## src/design/cpg_pkg.sv

```systemverilog
// ---------------------------------------------------------------------------
// cpg_pkg
// Shared types and constants of the chained periodic gather block.
// ---------------------------------------------------------------------------
package cpg_pkg;

    localparam int BOX_WIDTH = 31;

    localparam logic [2:0] ADDR_BOX_X = 3'd0;
    localparam logic [2:0] ADDR_BOX_Y = 3'd1;
    localparam logic [2:0] ADDR_BOX_Z = 3'd2;
    localparam logic [2:0] ADDR_REF_X = 3'd3;
    localparam logic [2:0] ADDR_REF_Y = 3'd4;
    localparam logic [2:0] ADDR_REF_Z = 3'd5;

    typedef enum logic [1:0] {
        AXIS_X = 2'd0,
        AXIS_Y = 2'd1,
        AXIS_Z = 2'd2
    } axis_t;

    typedef enum logic [1:0] {
        BK_IDLE = 2'd0,
        BK_DIV  = 2'd1,
        BK_FIX  = 2'd2,
        BK_OUT  = 2'd3
    } bk_state_t;

endpackage

```

## src/design/cpg_front.sv

```systemverilog
// ---------------------------------------------------------------------------
// cpg_front
// Input stage and two-entry queue that holds accepted atom positions.
// ---------------------------------------------------------------------------
module cpg_front #(
    parameter int COORD_WIDTH = 32
) (
    input  logic                          aclk,
    input  logic                          aresetn,
    input  logic                          s_valid,
    output logic                          s_ready,
    input  logic signed [COORD_WIDTH-1:0] s_pos_x,
    input  logic signed [COORD_WIDTH-1:0] s_pos_y,
    input  logic signed [COORD_WIDTH-1:0] s_pos_z,
    input  logic                          s_first_atom,
    output logic                          q_valid,
    input  logic                          q_ready,
    output logic [3*COORD_WIDTH:0]        q_data
);
    import cpg_pkg::*;

    localparam int DW = 3 * COORD_WIDTH + 1;

    logic [DW-1:0] mem_reg [2];
    logic          wr_ptr_reg, wr_ptr_next;
    logic          rd_ptr_reg, rd_ptr_next;
    logic [1:0]    cnt_reg, cnt_next;
    logic          push, pop;

    assign s_ready = (cnt_reg != 2'd2);
    assign q_valid = (cnt_reg != 2'd0);
    assign q_data  = mem_reg[rd_ptr_reg];
    assign push    = s_valid && s_ready;
    assign pop     = q_valid && q_ready;

    always_comb begin
        wr_ptr_next = push ? ~wr_ptr_reg : wr_ptr_reg;
        rd_ptr_next = pop ? ~rd_ptr_reg : rd_ptr_reg;
        cnt_next    = cnt_reg + {1'b0, push} - {1'b0, pop};
    end

    always_ff @(posedge aclk) begin
        if (!aresetn) begin
            wr_ptr_reg <= 1'b0;
            rd_ptr_reg <= 1'b0;
            cnt_reg    <= 2'd0;
        end else begin
            wr_ptr_reg <= wr_ptr_next;
            rd_ptr_reg <= rd_ptr_next;
            cnt_reg    <= cnt_next;
        end
    end

    always_ff @(posedge aclk) begin
        if (push) begin
            mem_reg[wr_ptr_reg] <= {s_first_atom, s_pos_z, s_pos_y, s_pos_x};
        end
    end

endmodule

```

## src/design/cpg_divider.sv

```systemverilog
// ---------------------------------------------------------------------------
// cpg_divider
// Radix-2 restoring divider, one quotient bit per cycle.
// ---------------------------------------------------------------------------
module cpg_divider #(
    parameter int NUM_WIDTH = 33,
    parameter int DEN_WIDTH = 31
) (
    input  logic                 aclk,
    input  logic                 aresetn,
    input  logic                 start,
    input  logic [NUM_WIDTH-1:0] numer,
    input  logic [DEN_WIDTH-1:0] denom,
    output logic                 done,
    output logic [NUM_WIDTH-1:0] quot,
    output logic [DEN_WIDTH-1:0] rem
);
    import cpg_pkg::*;

    localparam int CW = $clog2(NUM_WIDTH + 1);

    logic [NUM_WIDTH-1:0] q_reg, q_next;
    logic [DEN_WIDTH:0]   r_reg, r_next;
    logic [DEN_WIDTH-1:0] d_reg;
    logic [CW-1:0]        cnt_reg, cnt_next;
    logic                 busy_reg, busy_next;
    logic                 done_reg, done_next;
    logic [DEN_WIDTH+1:0] trial;

    always_comb begin
        trial     = {r_reg, q_reg[NUM_WIDTH-1]} - {2'b00, d_reg};
        q_next    = q_reg;
        r_next    = r_reg;
        cnt_next  = cnt_reg;
        busy_next = busy_reg;
        done_next = 1'b0;
        if (start) begin
            q_next    = numer;
            r_next    = '0;
            cnt_next  = CW'(NUM_WIDTH);
            busy_next = 1'b1;
        end else if (busy_reg) begin
            if (!trial[DEN_WIDTH+1]) begin
                r_next = trial[DEN_WIDTH:0];
                q_next = {q_reg[NUM_WIDTH-2:0], 1'b1};
            end else begin
                r_next = {r_reg[DEN_WIDTH-1:0], q_reg[NUM_WIDTH-1]};
                q_next = {q_reg[NUM_WIDTH-2:0], 1'b0};
            end
            cnt_next = cnt_reg - CW'(1);
            if (cnt_reg == CW'(1)) begin
                busy_next = 1'b0;
                done_next = 1'b1;
            end
        end
    end

    always_ff @(posedge aclk) begin
        if (!aresetn) begin
            busy_reg <= 1'b0;
            done_reg <= 1'b0;
            cnt_reg  <= '0;
        end else begin
            busy_reg <= busy_next;
            done_reg <= done_next;
            cnt_reg  <= cnt_next;
        end
    end

    always_ff @(posedge aclk) begin
        q_reg <= q_next;
        r_reg <= r_next;
        if (start) begin
            d_reg <= denom;
        end
    end

    assign done = done_reg;
    assign quot = q_reg;
    assign rem  = r_reg[DEN_WIDTH-1:0];

endmodule

```

## src/design/cpg_back.sv

```systemverilog
// ---------------------------------------------------------------------------
// cpg_back
// Per-axis wrap sequencer with shared divider, chain state and output register.
// ---------------------------------------------------------------------------
module cpg_back #(
    parameter int COORD_WIDTH = 32
) (
    input  logic                          aclk,
    input  logic                          aresetn,
    input  logic                          q_valid,
    output logic                          q_ready,
    input  logic [3*COORD_WIDTH:0]        q_data,
    input  logic [cpg_pkg::BOX_WIDTH-1:0] box_x,
    input  logic [cpg_pkg::BOX_WIDTH-1:0] box_y,
    input  logic [cpg_pkg::BOX_WIDTH-1:0] box_z,
    input  logic signed [COORD_WIDTH-1:0] ref_x,
    input  logic signed [COORD_WIDTH-1:0] ref_y,
    input  logic signed [COORD_WIDTH-1:0] ref_z,
    output logic                          m_valid,
    input  logic                          m_ready,
    output logic signed [COORD_WIDTH-1:0] m_out_x,
    output logic signed [COORD_WIDTH-1:0] m_out_y,
    output logic signed [COORD_WIDTH-1:0] m_out_z,
    output logic                          m_zero_box_error
);
    import cpg_pkg::*;

    localparam int CW = COORD_WIDTH;
    localparam int DW = COORD_WIDTH + 1;
    localparam int EW = COORD_WIDTH + 2;

    bk_state_t state_reg, state_next;
    axis_t     axis_reg, axis_next;

    logic signed [CW-1:0] pos_reg [3];
    logic signed [CW-1:0] anc_reg [3];
    logic signed [CW-1:0] prev_reg [3];
    logic signed [CW-1:0] res_reg [3];
    logic                 err_reg;
    logic                 neg_reg;
    logic                 ovalid_reg, ovalid_next;

    logic signed [CW-1:0] item_pos [3];
    logic                 item_first;
    logic signed [DW-1:0] diff;
    logic [DW-1:0]        mag;
    logic [BOX_WIDTH-1:0] box_sel;
    logic                 div_start, div_done;
    logic [DW-1:0]        div_q;
    logic [BOX_WIDTH-1:0] div_r;
    logic                 up;
    logic signed [EW-1:0] wrapped, sum;
    logic signed [CW-1:0] clamped;
    logic                 take;
    logic                 out_free;

    assign item_pos[0] = q_data[CW-1:0];
    assign item_pos[1] = q_data[2*CW-1:CW];
    assign item_pos[2] = q_data[3*CW-1:2*CW];
    assign item_first  = q_data[3*CW];

    assign out_free = !ovalid_reg || m_ready;
    assign q_ready  = (state_reg == BK_IDLE);
    assign take     = q_valid && q_ready;

    always_comb begin
        case (axis_reg)
            AXIS_X:  box_sel = box_x;
            AXIS_Y:  box_sel = box_y;
            default: box_sel = box_z;
        endcase
    end

    assign diff = DW'(pos_reg[axis_reg]) - DW'(anc_reg[axis_reg]);
    assign mag  = diff[DW-1] ? DW'(-diff) : DW'(diff);

    assign up = ({1'b0, div_r, 1'b0} > {2'b00, box_sel})
             || (({div_r, 1'b0} == {1'b0, box_sel}) && div_q[0]);

    always_comb begin
        wrapped = up ? (EW'(div_r) - EW'(box_sel)) : EW'(div_r);
        if (neg_reg) begin
            wrapped = -wrapped;
        end
        sum = EW'(anc_reg[axis_reg]) + wrapped;
        if (sum[EW-1:CW-1] == '0 || sum[EW-1:CW-1] == '1) begin
            clamped = sum[CW-1:0];
        end else if (sum[EW-1]) begin
            clamped = {1'b1, {(CW-1){1'b0}}};
        end else begin
            clamped = {1'b0, {(CW-1){1'b1}}};
        end
    end

    cpg_divider #(
        .NUM_WIDTH(DW),
        .DEN_WIDTH(BOX_WIDTH)
    ) u_div (
        .aclk   (aclk),
        .aresetn(aresetn),
        .start  (div_start),
        .numer  (mag),
        .denom  (box_sel),
        .done   (div_done),
        .quot   (div_q),
        .rem    (div_r)
    );

    always_comb begin
        state_next = state_reg;
        axis_next  = axis_reg;
        case (state_reg)
            BK_IDLE: begin
                if (take) begin
                    axis_next  = AXIS_X;
                    state_next = (box_x == '0 || box_y == '0 || box_z == '0) ? BK_OUT
                                                                              : BK_DIV;
                end
            end
            BK_DIV: begin
                state_next = BK_FIX;
            end
            BK_FIX: begin
                if (div_done) begin
                    if (axis_reg == AXIS_Z) begin
                        state_next = BK_OUT;
                    end else begin
                        axis_next  = axis_t'(axis_reg + 2'd1);
                        state_next = BK_DIV;
                    end
                end
            end
            BK_OUT: begin
                if (out_free) begin
                    state_next = BK_IDLE;
                end
            end
            default: state_next = BK_IDLE;
        endcase
    end

    always_comb begin
        div_start   = (state_reg == BK_DIV);
        ovalid_next = ovalid_reg;
        if (m_ready) begin
            ovalid_next = 1'b0;
        end
        if (state_reg == BK_OUT && out_free) begin
            ovalid_next = 1'b1;
        end
    end

    always_ff @(posedge aclk) begin
        if (!aresetn) begin
            state_reg  <= BK_IDLE;
            axis_reg   <= AXIS_X;
            ovalid_reg <= 1'b0;
            for (int i = 0; i < 3; i++) begin
                prev_reg[i] <= '0;
            end
        end else begin
            state_reg  <= state_next;
            axis_reg   <= axis_next;
            ovalid_reg <= ovalid_next;
            if (state_reg == BK_OUT && out_free) begin
                for (int i = 0; i < 3; i++) begin
                    prev_reg[i] <= res_reg[i];
                end
            end
        end
    end

    always_ff @(posedge aclk) begin
        if (take) begin
            err_reg    <= (box_x == '0 || box_y == '0 || box_z == '0);
            pos_reg[0] <= item_pos[0];
            pos_reg[1] <= item_pos[1];
            pos_reg[2] <= item_pos[2];
            anc_reg[0] <= item_first ? ref_x : prev_reg[0];
            anc_reg[1] <= item_first ? ref_y : prev_reg[1];
            anc_reg[2] <= item_first ? ref_z : prev_reg[2];
            res_reg[0] <= item_pos[0];
            res_reg[1] <= item_pos[1];
            res_reg[2] <= item_pos[2];
        end
        if (state_reg == BK_DIV) begin
            neg_reg <= diff[DW-1];
        end
        if (state_reg == BK_FIX && div_done) begin
            res_reg[axis_reg] <= clamped;
        end
        if (state_reg == BK_OUT && out_free) begin
            m_out_x          <= res_reg[0];
            m_out_y          <= res_reg[1];
            m_out_z          <= res_reg[2];
            m_zero_box_error <= err_reg;
        end
    end

    assign m_valid = ovalid_reg;

endmodule

```

## src/design/chained_periodic_gather.sv

```systemverilog
// ---------------------------------------------------------------------------
// chained_periodic_gather
// Minimum image gather of atom positions in a rectangular periodic box.
// ---------------------------------------------------------------------------
// The s_ channel takes one atom position per transaction with a flag that
// marks the first atom of a molecule. The m_ channel returns one gathered
// position per transaction, with an error flag when a box length is zero.
// Box lengths and the reference point are to be set through the APB port
// only while the block is idle; the block itself does not enforce this.
// Each axis runs through one shared radix-2 divider, one quotient bit per
// cycle over COORD_WIDTH+1 bits, started in the DIV state and awaited in
// the FIX state. The back end takes no new item until the result of the
// last one has gone into the output register. With a zero box length an
// item skips the divider and goes straight to the output state. A two-entry
// input queue accepts items while the back end works, and the output
// register holds a result until the receiver takes it. When the receiver
// stalls, the back end waits with its next result and the queue fills, then
// s_ready falls. Reset clears the registers, the chained previous position
// and all handshake state.
// ---------------------------------------------------------------------------
module chained_periodic_gather #(
    parameter int COORD_WIDTH = 32
) (
    input  logic                          aclk,
    input  logic                          aresetn,
    input  logic                          psel,
    input  logic                          penable,
    input  logic                          pwrite,
    input  logic [4:0]                    paddr,
    input  logic [31:0]                   pwdata,
    output logic [31:0]                   prdata,
    output logic                          pready,
    input  logic                          s_valid,
    output logic                          s_ready,
    input  logic signed [COORD_WIDTH-1:0] s_pos_x,
    input  logic signed [COORD_WIDTH-1:0] s_pos_y,
    input  logic signed [COORD_WIDTH-1:0] s_pos_z,
    input  logic                          s_first_atom,
    output logic                          m_valid,
    input  logic                          m_ready,
    output logic signed [COORD_WIDTH-1:0] m_out_x,
    output logic signed [COORD_WIDTH-1:0] m_out_y,
    output logic signed [COORD_WIDTH-1:0] m_out_z,
    output logic                          m_zero_box_error
);
    import cpg_pkg::*;

    logic [BOX_WIDTH-1:0]   box_x_reg, box_y_reg, box_z_reg;
    logic [COORD_WIDTH-1:0] ref_x_reg, ref_y_reg, ref_z_reg;
    logic                   q_valid, q_ready;
    logic [3*COORD_WIDTH:0] q_data;
    logic                   wr_en;
    logic [2:0]             reg_idx;

    assign pready  = 1'b1;
    assign reg_idx = paddr[4:2];
    assign wr_en   = psel && penable && pwrite;

    always_ff @(posedge aclk) begin
        if (!aresetn) begin
            box_x_reg <= '0;
            box_y_reg <= '0;
            box_z_reg <= '0;
            ref_x_reg <= '0;
            ref_y_reg <= '0;
            ref_z_reg <= '0;
        end else if (wr_en) begin
            case (reg_idx)
                ADDR_BOX_X: box_x_reg <= pwdata[BOX_WIDTH-1:0];
                ADDR_BOX_Y: box_y_reg <= pwdata[BOX_WIDTH-1:0];
                ADDR_BOX_Z: box_z_reg <= pwdata[BOX_WIDTH-1:0];
                ADDR_REF_X: ref_x_reg <= COORD_WIDTH'(pwdata);
                ADDR_REF_Y: ref_y_reg <= COORD_WIDTH'(pwdata);
                ADDR_REF_Z: ref_z_reg <= COORD_WIDTH'(pwdata);
                default: ;
            endcase
        end
    end

    always_comb begin
        case (reg_idx)
            ADDR_BOX_X: prdata = {1'b0, box_x_reg};
            ADDR_BOX_Y: prdata = {1'b0, box_y_reg};
            ADDR_BOX_Z: prdata = {1'b0, box_z_reg};
            ADDR_REF_X: prdata = 32'(ref_x_reg);
            ADDR_REF_Y: prdata = 32'(ref_y_reg);
            ADDR_REF_Z: prdata = 32'(ref_z_reg);
            default:    prdata = '0;
        endcase
    end

    cpg_front #(
        .COORD_WIDTH(COORD_WIDTH)
    ) u_front (
        .aclk        (aclk),
        .aresetn     (aresetn),
        .s_valid     (s_valid),
        .s_ready     (s_ready),
        .s_pos_x     (s_pos_x),
        .s_pos_y     (s_pos_y),
        .s_pos_z     (s_pos_z),
        .s_first_atom(s_first_atom),
        .q_valid     (q_valid),
        .q_ready     (q_ready),
        .q_data      (q_data)
    );

    cpg_back #(
        .COORD_WIDTH(COORD_WIDTH)
    ) u_back (
        .aclk            (aclk),
        .aresetn         (aresetn),
        .q_valid         (q_valid),
        .q_ready         (q_ready),
        .q_data          (q_data),
        .box_x           (box_x_reg),
        .box_y           (box_y_reg),
        .box_z           (box_z_reg),
        .ref_x           (ref_x_reg),
        .ref_y           (ref_y_reg),
        .ref_z           (ref_z_reg),
        .m_valid         (m_valid),
        .m_ready         (m_ready),
        .m_out_x         (m_out_x),
        .m_out_y         (m_out_y),
        .m_out_z         (m_out_z),
        .m_zero_box_error(m_zero_box_error)
    );

    a_out_hold: assert property (@(posedge aclk) disable iff (!aresetn)
        m_valid && !m_ready |=> m_valid && $stable(m_out_x) && $stable(m_out_y))
        else $error("result changed while stalled");

    a_queue_pop: assert property (@(posedge aclk) disable iff (!aresetn)
        q_ready && !q_valid |=> !m_valid || $past(m_valid))
        else $error("result appeared without an item");

    a_err_pass: assert property (@(posedge aclk) disable iff (!aresetn)
        m_valid && !m_zero_box_error |-> box_x_reg != '0)
        else $error("wrap done with zero box");

endmodule

```

## config.mk

```make
export PLATFORM = sky130hd
export DESIGN_NAME = chained_periodic_gather
export DESIGN_NICKNAME = d
export VERILOG_FILES = /design/src/design/cpg_pkg.sv /design/src/design/cpg_front.sv /design/src/design/cpg_divider.sv /design/src/design/cpg_back.sv /design/src/design/chained_periodic_gather.sv
export SDC_FILE = /design/constraint.sdc
export NUM_CORES = 2
export LEC_CHECK = 0
export BUFFER_PORTS_ARGS = -buffer_cell sky130_fd_sc_hd__buf_2
export CORE_MARGIN = 2
export CORE_UTILIZATION = 44
export CTS_CLUSTER_DIAMETER = 80
export DETAILED_ROUTE_END_ITERATION = 10
export SYNTH_ARGS = -nofsm -noshare
export SYNTH_HDL_FRONTEND = slang
export SYNTH_HIERARCHICAL = 1
export SYNTH_SLANG_ARGS = --single-unit
export TNS_END_PERCENT = 1
```

## constraint.sdc

```tcl
create_clock -name aclk -period 11.05 [get_ports aclk]
set_input_delay 0.5525 -clock aclk [delete_from_list [all_inputs] [get_ports aclk]]
set_output_delay 0.5525 -clock aclk [all_outputs]
set_load 0.02 [all_outputs]
```

After elaboration in Yosys (flattened, before gate mapping)
Memory sizes are Yosys's and may differ from the RTL's. A register that Yosys moved wholly into a read port is not among the register bits.
Index checks and enable logic that the tools add are counted.

storage, ports and cells
  flip-flop bits (word level) = 401
  logic and storage cells = 155
  bits in writable memories = 578
  input bits = 141
  memories kept = 5
  bits in latches = 0
  memory bits (read-only) = 0
  output and inout bits = 132

memory list
  memory           words  width  rd ports  clocked after Yosys merged registers in  wr ports  RTL line         text
  u_front.mem_reg  2      97     1         1                                        1         cpg_front.sv:24  logic [DW-1:0] mem_reg [2];
  u_back.anc_reg   3      32     1         1                                        3         cpg_back.sv:36   logic signed [CW-1:0] anc_reg [3];
  u_back.pos_reg   3      32     1         1                                        3         cpg_back.sv:35   logic signed [CW-1:0] pos_reg [3];
  u_back.prev_reg  3      32     3         0                                        3         cpg_back.sv:37   logic signed [CW-1:0] prev_reg [3];
  u_back.res_reg   3      32     3         0                                        3         cpg_back.sv:38   logic signed [CW-1:0] res_reg [3];

operators by class
  muxes and demuxes = 54
  bitwise operators = 7
  reduce and logical (&&, ||, !) cells = 35
  div/mod/pow operators = 0
  equal/unequal tests = 18
  $add $sub $neg = 10
  order comparisons = 1
  $mul = 0
  shift operators = 0

operators with widths
  kind                                                        count
  32-bit two-way mux                                          10
  32-bit one-hot mux with 6 select lines                      1
  33-bit two-way mux                                          3
  31-bit zero test                                            3
  34-bit two-way mux                                          2
  31-bit one-hot mux with 2 select lines                      1
  32-bit by 34-bit adder with 34-bit output                   1
  34-bit negator                                              1
  33-bit negator                                              1
  32-bit by 32-bit subtractor with 33-bit output              1
  33-bit by 31-bit subtractor with 33-bit output              1
  32-bit by 31-bit equality test with 1-bit output            1
  32-bit by 31-bit greater-than comparator with 1-bit output  1
  32-bit OR reduction                                         1
  31-bit by 31-bit subtractor with 32-bit output              1
  2-bit two-way mux                                           13
  1-bit two-way mux                                           20
  6-bit two-way mux                                           2
  2-bit AND reduction                                         6
  3-bit equality test (second input constant)                 3
  2-bit inequality test (second input constant)               4
  2-bit one-hot mux with 4 select lines                       1
  2-bit nonzero test                                          4
  1-bit logical AND                                           7
  21 further kinds                                            36

Longest topological paths before layout
  depth after elaboration = 13
  depth in mapped cells = 40
  depth with buffers taken out = 33

Modules after synthesis
Netlist, hierarchy kept.

by module, submodules not included
  module                   instances  area each (um2)  cells an instance  seq. area each (um2)
  cpg_back                 1          28,479.8         2,584              14,644.0
  chained_periodic_gather  1          8,563.2          843                3,783.6
  cpg_front                1          7,380.8          332                5,925.7
  cpg_divider              1          6,218.5          628                2,722.6

Worst setup path after synthesis
OpenSTA, ideal clock, no wires.

  kind = register -> register
  start point = register u_back.axis_reg[0]
  end point = memory u_back/res_reg[1][12] (netlist bit) (data pin)
  path buffers = 6
  data arrival time = 9,030 ps
  setup time = 267 ps
  required time = 10,783 ps
  period minus slack after synthesis = 9,297 ps
  cell stages (with the launch flop) = 38
  slack = 1,753 ps
  path through = dfxtp_1 inv_1 ha_1 buf_4 nor2_1 clkbuf_1 a21o_1 inv_1 ha_1 nand4_1 nor4_4 nand2_1 a311oi_2 a211oi_4 nor2_2 clkbuf_1 clkbuf_1 buf_1 [2 not listed] nand4_1 or4b_2 nand2b_1 nand2_1 xor2_1 ha_1 a21o_1 a21o_1 a2111oi_0 a21oi_1 a311oi_1 xor2_1 a311oi_1 mux2_2 a41o_1 nor3_2 buf_2 a21oi_1

RTL lines
  what                    RTL line         text
  from (decl)             cpg_back.sv:33   axis_t axis_reg, axis_next;
  from (signal assigned)  cpg_back.sv:163  axis_reg <= axis_next;
  to (decl)               cpg_back.sv:38

==> reports/metrics.yaml <==
grt_overflow: 0
ys_seq_area_frac: 0.535
final.fill_count: 10300
final_cell_area_sq_um: 56400
grt_max_degree: 110
synth_seq_cells: 982
fp.dieArea_sq_um: 118000
post_drt_wl_per_cell_microns: 25.6
die_h_microns: 343
area_delta_synth_final_pct: 11.4
antenna_found_initial: 11
max_freq_mhz: 97.0
layout-drive-gt1-share: 0.171
tightest_slew_ps: 1190
cts_buffer_depth: 3
status: "completed"
yosys_warnings: 6
synth_edf_count: 741
synthXorXnorAreaFrac: 0.0304
crit_top_cell: "ha_1"
yosys.area_share.simple: 0.114
slew_headroom: 0.207
async_flop_share: 0
synthMuxAreaShare: 0.122
yosysTopAreaCellShare: 0.439
hpwl_microns: 116000
synth_top_family_by_area: "multiplexers"
yosys-top-cells-area: "edfxtp_1 44%, dfxtp_1 9.5%, mux2i_1 5.8%, mux2_2 4.7%, ha_1 4.0%"
rows: 124
critPathMaxStageDelay_ps: 810
port_buffers: 269
final_nets: 4858
synthAdderAreaFrac: 0.0415
drtIter0Drc: 4348
start_kind: "register"
yosysUniqueCellTypes: 115
vias_per_cell: 5.84
syn_area_per_cell_sq_um: 11.5
worstHoldPathType: "in2reg"
h-tree-depth: 3
ant_nets: 0
cts-hold-fix-buffers: 2
via_count: 35900
maxCapViolCount: 0
grt_pass1_vias: 33600
skew_ps: 39.6
largest_reg_flops: 194
ioPinCount: 273
cp.required_ps: 11480
rsz0062_at_grt: "no"
track_usage: 0.261
root_buffer: "clkbuf_16"
cts_resized: 0
syn_area_sq_um: 50600
drc: 0
arrival_ps: 10730
utilization: 0.494
synth_top_flop_cell: "edfxtp_1"
routed_wl_microns: 157000
die_width_microns: 343
insertion_delay_ps: 700
core-area_sq_um: 114000
gp_congestion: 0.929
numCtsBuffers: 103
holdWs_ps: 43.7
yosysTopAreaCell: "edfxtp_1"
end_kind: "register"
grt_pass1_wl_microns: 228000
path_delay_family: "compound AO/OA/AOI/OAI gates"
cts_sinks: 982
cts_tree: "yes"
syn_inst: 4387
fin_crit_sh: 0.933
cts_setup_buffers: 0
layout_common_cells: "741 x edfxtp_1, 489 x nand2_1, 293 x mux2i_1"
path_class: "reg2reg"
final_common_cell: "edfxtp_1"
synth-compound-area-share: 0.118
path_clk_slew_ps: 60
maxSlewViolCount: 0
synthesis.nets: 4694
cp.buffers_inverters: 4
setup_violations: 0
first_pass_iters: 5
start_util: 0.443
finalHoldViolCount: 0
dpl_cell_area_sq_um: 53000
post-route-min-period_ps: 10300
crit_slowest_cell: "or4b_2"
fin_setup_tns_ps: 0
path_max_fanout: 30
[final cells by class]
| class | instances | area [sq um] | share of cell area |
|---|---|---|---|
| Antenna cell | 2 | 5.00 | 0.0000888 |
| Sequential cell | 982 | 27100 | 0.480 |
| Multi-Input combinational cell | 3001 | 21700 | 0.385 |
| Timing Repair Buffer | 317 | 1730 | 0.0307 |
| Inverter | 146 | 561 | 0.00994 |
| Clock inverter | 54 | 572 | 0.0101 |
| Clock buffer | 137 | 2820 | 0.0500 |
| Tap cell | 1512 | 1890 | 0.0335 |
[final timing paths]
check	from	end	slack (ps)	cells after the start
setup reg to reg	u_back/axis_reg[1]$_SDFFE_PN0P_	u_back/res_reg[1][6]$_DFFE_PP_	750	33
setup / recovery	u_back/axis_reg[1]$_SDFFE_PN0P_	u_back/res_reg[1][6]$_DFFE_PP_	750	33
hold reg to reg	u_back/res_reg[2][4]$_DFFE_PP_	u_back/m_out_z[4]$_DFFE_PP_	440	0
hold / removal	s_pos_x[22]	u_front/mem_reg[0][22]$_DFFE_PP_	40	1
[metal layers]
metal | track usage | up-vias | part of all wire
met5 | 0 | - | 0.000083
met4 | 0.0821 | 2 | 0.033
met3 | 0.0391 | 220 | 0.080
met2 | 0.377 | 1576 | 0.42
met1 | 0.402 | 17600 | 0.47
li1 | - | 16500 | -
[cell families (layout without fill, tap and decap cells)]
kind of cell             Yosys count  after routing
XOR/XNOR                         172            172
buffers and inverters            404            654
AO/OA/AOI/OAI                    885            885
multiplexers                     572            572
adder cells (fa/ha/maj)          166            166
AND/OR/NAND/NOR                 1205           1205
other                              1              3
flip-flops                       982            982
[stage by stage]
stage                     cells  setup slack [ps]
after floorplan            4387              1750
after global placement     5956              1120
after detailed placement   5956               864
after CTS                  6149               862
after global routing       6149               108
final                      6151               745
[Yosys cell counts (31+ instances only)]
library cell / count
a21o_1: 95
a21oi_1: 243
and2_1: 114
buf_2: 45
buf_4: 40
clkbuf_1: 124
dfxtp_1: 241
edfxtp_1: 741
ha_1: 163
inv_1: 144
mux2_1: 35
mux2_2: 211
mux2_4: 33
mux2i_1: 293
nand2_1: 491
nand3_1: 63
nor2_1: 252
nor3_1: 49
nor4_1: 31
o21a_1: 50
o21ai_0: 144
xnor2_1: 108
xor2_1: 61
[worst reg2reg max path, delay by kind of cell, from the launching register on]
family	cells	cell delay, ps
buf+inv	4	1090
xor+xnor	2	640
fa+ha+maj	4	1580
flops	1	330
compound gates	14	3750
simple gates	7	2070
mux	2	570
Power is left out: the tool's default activity adds up to more than one toggle a clock period on the data nets, which glitch-free logic cannot reach.
